==> src/rtl/core/sba_ram.sv <==
// ----------------------------------------------------------------------------
// sba_ram
// Generic single write, single read RAM with registered read data.
// ----------------------------------------------------------------------------
module sba_ram #(
  parameter int WIDTH = 8,
  parameter int DEPTH = 64
) (
  input  logic                     clk,
  input  logic                     we,
  input  logic [$clog2(DEPTH)-1:0] waddr,
  input  logic [WIDTH-1:0]         wdata,
  input  logic                     re,
  input  logic [$clog2(DEPTH)-1:0] raddr,
  output logic [WIDTH-1:0]         rdata
);

  logic [WIDTH-1:0] mem [DEPTH];

  // write port
  always_ff @(posedge clk) begin
    if (we) begin
      mem[waddr] <= wdata;
    end
  end

  // registered read port
  always_ff @(posedge clk) begin
    if (re) begin
      rdata <= mem[raddr];
    end
  end

endmodule

==> config.mk <==
export PLATFORM = sky130hd
export DESIGN_NAME = sba_ram
export DESIGN_NICKNAME = d
export VERILOG_FILES = /design/src/rtl/core/sba_ram.sv
export SDC_FILE = /design/constraint.sdc
export NUM_CORES = 1
export LEC_CHECK = 0
export ABC_AREA = 1
export BUFFER_PORTS_ARGS = -buffer_cell sky130_fd_sc_hd__clkbuf_2
export CORE_MARGIN = 2
export CORE_UTILIZATION = 25
export CTS_CLUSTER_DIAMETER = 200
export DETAILED_ROUTE_END_ITERATION = 8
export GPL_TIMING_DRIVEN = 0
export PLACE_DENSITY = 0.4
export SETUP_SLACK_MARGIN = 0.05
export SLEW_MARGIN = 20
export SYNTH_ARGS = -nofsm -noshare
export SYNTH_HDL_FRONTEND = slang
export SYNTH_SLANG_ARGS = --single-unit
==> constraint.sdc <==
create_clock -name clk -period 2.5 [get_ports clk]
set_input_delay 0.25 -clock clk [delete_from_list [all_inputs] [get_ports clk]]
set_output_delay 0.25 -clock clk [all_outputs]
set_load 0.05 [all_outputs]
==> impl_metrics.py <==
metrics = {
    "logic_synthesis": {
        "synth_cell_types": 15,
        "netlist_instances": 1805,
        "yosys_warnings": 0,
        "synth_top_cell_by_area": "edfxtp_1",
        "synth-seq-cells": 520,
        "syn_area_um2": 21400,
        "yosys.area.top_type_share_pct": 72.9,
        "synth_fp_nets": 1828,
        "synth.area.top_cells": "edfxtp_1 (73%), nand2_1 (11%), nand3_1 (10%)",
        "synth_area_per_cell_um2": 11.9,
        "ys_seq_area_share_pct": 72.9,
    },
    "place": {
        "port_buffers": 22,
        "dp_cells": 2989,
        "place.gp.congestion": 0.877,
        "dpl.hpwl_mm": 51.4,
        "place_area_um2": 23300,
    },
    "route": {
        "antenna_left": 0,
        "viasPerCell": 4.65,
        "wire_per_inst_um": 23.5,
        "drc_errors": 0,
        "first_iter_violations": 1355,
        "dr.pass1.iters": 5,
        "dr_total_vias": 14400,
        "wl_mm": 72.7,
    },
    "global_route": {
        "grt-ovfl-total": 0,
        "grt_pass1_wl_mm": 103,
        "track_usage_pct": 16.3,
        "grt_max_degree": 39,
        "grt_pass1_vias": 13900,
        "antenna_found_initial": 6,
    },
    "outcome": {
        "run_status": "finished, final reports clean",
    },
    "power": {
        "power_mw": 19.3,
        "peakVddDrop_mv": 0.518,
        "p_per_area_nw_per_um2": 770,
        "power_leakage_nw": 8.81,
    },
    "floorplan": {
        "die_area_um2": 88000,
        "core_um2": 85000,
        "start_util_pct": 25.2,
        "dieWidth_um": 297,
        "boundaryPins": 31,
        "core.rowCount": 107,
        "dieHeight_um": 297,
    },
    "clock_tree": {
        "cts-buffers-inserted": 58,
        "cts_buffer_depth": 3,
        "clock_latency_ps": 640,
        "clk_pin_slew_ps": 70,
        "cts_tree": "done",
        "h-tree-depth": 2,
        "cts_num_sinks": 520,
        "clockRootBuffer": "clkbuf_16",
        "ctsResizeCount": 0,
    },
    "critical_path": {
        "slowest_stage": "nor2_1",
        "required_ps": 2730,
        "startpoint_type": "input pin",
        "worstPathArrival_ps": 2610,
        "path_buf_inv": 2,
        "cp_cell_sequence": "clkbuf_1 > inv_1 > nand4_1 > nor2_1",
        "max_stage_delay_ps": 1070,
        "path_class": "in -> reg",
        "cp_top_family": "simple AND/OR/NAND/NOR gates",
        "path_max_fanout": 9,
        "worstSetupEndpointType": "flop",
    },
    "layout": {
        "drive_above_1_share_pct": 10.9,
        "mostFrequentLayoutCells": "nand2_1 (648), edfxtp_1 (520), nand3_1 (439), clkbuf_16 (59), nor2_1 (56)",
        "fin_area_um2": 25000,
        "insertedDiodeCount": 0,
        "layout_commonest_cell": "nand2_1",
        "area_growth_pct": 16.8,
        "final_cell_count_no_fill": 3091,
        "nNetsFinal": 1929,
    },
    "sta": {
        "hold_violations": 0,
        "slew_viol_final": 0,
        "relSlewSlack_pct": 25.3,
        "grt_setup_unrepaired": "false",
        "min_period_over_period_pct": 95.5,
        "max_freq_mhz": 419,
        "layout_min_cycle_time_ps": 2390,
        "fin_skew_ps": 45.4,
        "worst_pin_slew_ps": 1120,
        "setup-violations-final": 0,
    },
    "min_path": {
        "min_path_type": "in -> reg",
    },
    "flow_run": {
        "drv_cap": 0,
    },
}
[what timing repair did]
| item | in CTS | in global routing |
|---|---|---|
| setup buffers | 0 | 0 |
| hold buffers | 1 | 0 |
| endpoints found under the hold margin | 8 | 0 |
[where the power goes]
| part | total (mW) | switching, mW | internal, mW |
|---|---|---|---|
| logic | 1.44 | 1.09 | 0.353 |
| registers | 9.69 | 0.0169 | 9.67 |
| clock network | 8.13 | 3.52 | 4.60 |
| total | 19.3 | 4.63 | 14.6 |
[stage by stage]
| stage | hold WS (ps) | util, % | setup WS (ps) | setup TNS, ps |
|---|---|---|---|---|
| after floorplan | 349 | - | 484 | 0 |
| after global placement | 596 | 27.0 | -671 | -69910 |
| after detailed placement | 624 | 27.4 | -476 | -80650 |
| after CTS | 127 | 29.4 | 153 | 0 |
| after global routing | 160 | 29.4 | 56.3 | 0 |
| final | 146 | 29.4 | 113 | 0 |
[worst paths after layout]
path                             start              endpoint  slack, ps  cells past startpoint
hold / removal                wdata[5]  mem[62][5]$_DFFE_PP_        150                      1
hold reg to reg    mem[8][0]$_DFFE_PP_    rdata[0]$_DFFE_PP_       1110                      8
setup / recovery              waddr[1]  mem[25][5]$_DFFE_PP_        110                      4
setup reg to reg  mem[39][0]$_DFFE_PP_    rdata[0]$_DFFE_PP_        790                      8
[cells in the mapped netlist]
master / n
buf_6: 35
inv_6: 1
inv_2: 1
nand3_1: 439
nand2_1: 648
clkbuf_1: 15
nand4_1: 9
edfxtp_1: 520
buf_1: 10
buf_4: 14
nor2_1: 56
nor4_1: 8
buf_8: 2
inv_1: 10
buf_2: 37
[cell type report]
class | count | area, um2
Buffer | 113 | 808
Clock buffer | 72 | 1530
Clock inverter | 29 | 236
Fill cell | 8627 | 60000
Inverter | 12 | 50.0
Multi-Input combinational cell | 1160 | 5000
Sequential cell | 520 | 15600
Tap cell | 1144 | 1430
Timing Repair Buffer | 41 | 360
[routing by layer]
layer	up-vias	wire length, um	track usage (%)
li1	6564	-	-
met1	7295	35200	24.0
met2	422	32300	25.2
met3	89	3880	2.54
met4	6	1360	3.61
met5	-	27	0
[worst reg2reg max path: stages, from the launching register on]
cell	delay, ps
edfxtp_1	350
nand2_1	70
nand3_1	70
nand3_1	270
nand2_1	180
nand2_1	100
nand3_1	80
nand3_1	130
nand2_1	170
[registers in the layout, indices dropped and copies added, names as in the netlist]
name	flops
rdata	8
mem	512
[cells by family (layout without fill, tap and decap cells)]
logic type | after synthesis | count (layout) | share of synthesized area, %
and+or+nand+nor | 1160 | 1160 | 23.1
DFF | 520 | 520 | 72.9
buffers and inverters | 125 | 267 | 4.01
Power figures use the tool's default switching activity.
