File: config.mk
export PLATFORM = sky130hd
export DESIGN_NAME = sba_align
export DESIGN_NICKNAME = d
export VERILOG_FILES = /design/src/rtl/core/sba_pkg.sv /design/src/rtl/core/sba_align.sv
export SDC_FILE = /design/constraint.sdc
export NUM_CORES = 1
export LEC_CHECK = 0
export BUFFER_PORTS_ARGS = -buffer_cell sky130_fd_sc_hd__buf_2
export CORE_UTILIZATION = 47
export CTS_CLUSTER_SIZE = 40
export DETAILED_ROUTE_END_ITERATION = 10
export GPL_ROUTABILITY_DRIVEN = 0
export GPL_TIMING_DRIVEN = 0
export PLACE_DENSITY = 0.82
export SETUP_SLACK_MARGIN = 0.5
export SLEW_MARGIN = 20
export SYNTH_ARGS = -nofsm -noshare
export SYNTH_HDL_FRONTEND = slang
export SYNTH_SLANG_ARGS = --single-unit
File: constraint.sdc
create_clock -name clk -period 4 [get_ports clk]
set_clock_uncertainty 0.15 [all_clocks]
set_input_delay 0.8 -clock clk [delete_from_list [all_inputs] [get_ports clk]]
set_output_delay 0.8 -clock clk [all_outputs]
set_load 0.01 [all_outputs]
File: src/rtl/core/sba_pkg.sv
// ----------------------------------------------------------------------------
// sba_pkg
// Shared types and codes for the stream buffer allocator.
// ----------------------------------------------------------------------------
package sba_pkg;

  // fixed field widths
  localparam int ADDR_BITS = 24;
  localparam int SLOT_BITS = 6;

  // slot count and block alignment (alignment is a power of two)
  localparam int SLOT_COUNT  = 64;
  localparam int ALIGN_BYTES = 32;

  // mode codes
  localparam logic [1:0] MODE_ALLOC = 2'd0;
  localparam logic [1:0] MODE_FREE  = 2'd1;
  localparam logic [1:0] MODE_QUERY = 2'd2;
  localparam logic [1:0] MODE_NOP   = 2'd3;

  // status codes
  localparam logic [1:0] ST_OK     = 2'd0;
  localparam logic [1:0] ST_FAIL   = 2'd1;
  localparam logic [1:0] ST_UNUSED = 2'd2;

  // configuration register indexes
  localparam logic REG_TOP   = 1'b0;
  localparam logic REG_FLOOR = 1'b1;

  typedef struct packed {
    logic [1:0]           mode;
    logic [ADDR_BITS-1:0] req_size;
    logic [SLOT_BITS-1:0] slot_index;
  } req_t;

  typedef struct packed {
    logic [1:0]           status;
    logic [SLOT_BITS-1:0] slot_out;
    logic [ADDR_BITS-1:0] base_addr;
    logic [ADDR_BITS-1:0] used_length;
  } rsp_t;

  // one entry of the slot data memory
  typedef struct packed {
    logic [ADDR_BITS-1:0] base;
    logic [ADDR_BITS-1:0] cap;
    logic [ADDR_BITS-1:0] len;
  } slot_data_t;

  // rounding unit status
  typedef struct packed {
    logic                 done;
    logic [ADDR_BITS:0]   aligned;
  } align_stat_t;

  typedef enum logic [3:0] {
    S_IDLE,
    S_ALIGN,
    S_AWALK,
    S_AUNLINK,
    S_APUSH,
    S_CARVE_RD,
    S_CARVE,
    S_FWALK,
    S_FUNLINK,
    S_FPUSH,
    S_MWALK,
    S_CWALK,
    S_CFIX,
    S_QUERY,
    S_EMIT
  } sba_state_t;

endpackage

File: src/rtl/core/sba_align.sv
// ----------------------------------------------------------------------------
// sba_align
// Rounds a byte size up to a multiple of ALIGN_BYTES with an add and a mask;
// the result is registered and ready in the cycle after start.
// ----------------------------------------------------------------------------
module sba_align (
  input  logic                         clk,
  input  logic                         rst,
  input  logic                         start,
  input  logic [sba_pkg::ADDR_BITS-1:0] req_size,
  output sba_pkg::align_stat_t         stat
);
  import sba_pkg::*;

  localparam logic [ADDR_BITS:0] AMASK = (ADDR_BITS+1)'(ALIGN_BYTES - 1);

  // one extra bit keeps sizes near the top of the range from wrapping
  always_ff @(posedge clk) begin
    if (rst) begin
      stat.done <= 1'b0;
    end else begin
      stat.done <= start;
    end
    if (start) begin
      stat.aligned <= ({1'b0, req_size} + AMASK) & ~AMASK;
    end
  end

endmodule

==> summary.md <==
| Metric | Value |
|---|---|
| Status | complete, no violations |
| Worst-path clk slew | 0.12 ns |
| Register bit total from synthesis | 21 |
| Critical path buffers and inverters | 1 |
| Via/cell ratio | 4.80 |
| Max reg flops | 21 |
| Area Overhead vs Synth | 30.1% |
| Total number of cells along the worst setup path | 5 |
| # placed instances | 157 |
| Final setup violation count | 0 |
| DRC Markers | 0 |
| # hold bufs at CTS | 0 |
| CTS tree | built |
| Maximum vdd ir drop | 0.000156 V |
| # nets final | roughly 160 |
| Initial core utilization | roughly 51% |
| Sequential fraction of the synthesis area | roughly three fifths |
| CTS Sinks | 21 |
| Initial antenna violation count | 0 |
| Number of library cell types mapped by synthesis | 20 |
| Routed wire per std cell | 12.1 um |
| Synth Flop Type | edfxtp_1 |
| Vias in the first global route | 674 |
| EDFF count, synth | 20 |
| Layout cells sized above 1 | 44.0% |
| Global-route wire length before repair | between 3000 and 4000 um |
| Post-synth design cell area | 1040 um^2 |
| I/O Buffers | 47 |
| Power per cell area | 325 nW/um^2 |
| Worst slack, placed | 1.66 ns |
| Die area | approximately 2400 um^2 |
| Global Route met2 Usage | between 30% and 40% |
| Worst Path Required | 3.92 ns |
| Largest net degree at the start of global routing | 22 |
| Top post-synthesis cells by area | edfxtp_1 (58%), xnor2_1 (14%), buf_4 (3.6%) |
| Design Area, Final | around 1300 um^2 |
| Hold Violations, Final | 0 |
| Final worst slack | around 2.0 ns |
| Fmax | roughly 0.50 GHz |
| Top cells by count, synth | edfxtp_1 (20), xnor2_1 (16), nand2_1 (8) |
| Pleak | 0.557 nW |
| Max incr delay on CP | about 0.47 ns |
| Die H | 49.0 um |
| Total GRT Usage | roughly 17% |
| Nature of the critical path endpoint | flop |
| Post_cts resized | 0 |
| Critical Setup Path Class | input port to flop |
| DR vias | between 700 and 800 |
| Tmin final | ~2.0 ns |
| Largest fanout on the critical path | 10 |
| Syn Area/Cell | 13.1 um^2 |
| Placed Area | roughly 1300 um^2 |
| Fin cells | 161 |
| DP HPWL | 1500 um |
| Final Util | 66.6% |
| Yosys warnings | 0 |
| Most common cell in the netlist | edfxtp_1 |
| FFs w/ async S/R, synth | 0% |
| Crit path from | req_size[5] |
| Sum Neg Setup Slack | 0 ns |
| Hold WS | 0.480 ns |
| TritonRoute pass-1 iters | 4 |
| Met1 usage in global routing | 17.8% |
| Top-area cell type share of the netlist area | about 58% |
| DRT Wirelength | slightly below 2000 um |
| Post-synth top area cell | edfxtp_1 |
| Slowest-stage cell, CP | a211oi_4 |
| Post-DRT Antenna Nets | 0 |
| Hold Path Cell Cnt | 2 |
| Busiest grt layer | met2 |
| Cell family with most CP delay | compound AO/OA/AOI/OAI gates |
| CTS max path bufs | 2 |
| CP cell instances | buf_2, nand4_2, a211oi_4, nand4_1, xnor2_1 |
| Antenna diodes | 0 |
| Setup Buffers After CTS | 0 |
| Top reg by flops | stat |
| Pwr Total | 437 uW |
| Mapped Cells | roughly 80 |
| Grt total ovfl | 0 |
| Slew Limit Fails | 0 |
| Largest registers | stat: 21 flops |
| Hold Path Class | input port to flop |
| Crit path arrival time | between 1.5 and 2 ns |
| Ports | 53 |
| Rows | 16 |
| H-tree depth | 1 |
| Worst setup SP type | input port |
| Max_cap viols | 0 |
| First-iteration detailed-routing DRC count | 11 |
| Root Buffer Master | clkbuf_4 |
| Die X | 49.0 um |
| Core ar. | 2020 um^2 |
| Met3 Track Usage GR | 1.56% |
| RSZ-0062 raised after global routing | false |
| Worst Min Path Start | rst |
| CTS buffer count | 3 |
| Final period util | between 40 and 50% |
-- power breakdown --
part / internal (mW) / switching [mW]
Combinational: 0.0335 / 0.0407
Clock: 0.0372 / 0.0612
Sequential: 0.261 / 0.00421
Total: 0.331 / 0.106
-- cell type report --
class / count / area [um^2]
timing repair buffer: 47 / 235
fill: 150 / 674
clock buffer: 3 / 22.5
buffer: 5 / 37.5
inverter: 1 / 3.75
multi-input combinational: 56 / 389
tap: 27 / 33.8
sequential: 21 / 621
clock inverter: 1 / 5.00
-- cells in the final DEF, fill, tap and decap left out --
cell type	count
nand4_2	1
edfxtp_1	20
nand3_1	7
and4_1	1
inv_1	1
nand2_1	8
nor2_1	1
xnor2_1	16
nor3_1	1
a211oi_4	1
dfxtp_1	1
nor2b_1	1
clkinv_2	1
conb_1	5
buf_2	47
clkbuf_4	3
nor4_4	1
and3_1	2
xor2_1	3
and2_1	1
buf_4	5
a21oi_1	1
nand4_1	6
-- per-layer routing --
metal | vias up | wire [um]
met3 | 2 | 95
met1 | 348 | 731
li1 | 390 | -
met5 | - | 0
met4 | 0 | 19
met2 | 32 | 1100
-- final timing paths --
path                        to  slack (ns)
worst max-delay path  stat[19]        2.00
worst min-delay path  stat[25]        0.48
-- cell families after synthesis --
kind of cell / share of synthesized area (%)
XOR/XNOR: 16.1
AO/OA/AOI/OAI: 2.42
flip-flops: 59.9
other: 0.362
AND/OR/NAND/NOR: 17.3
buffers and inverters: 3.99
Power figures use the tool's default switching activity.
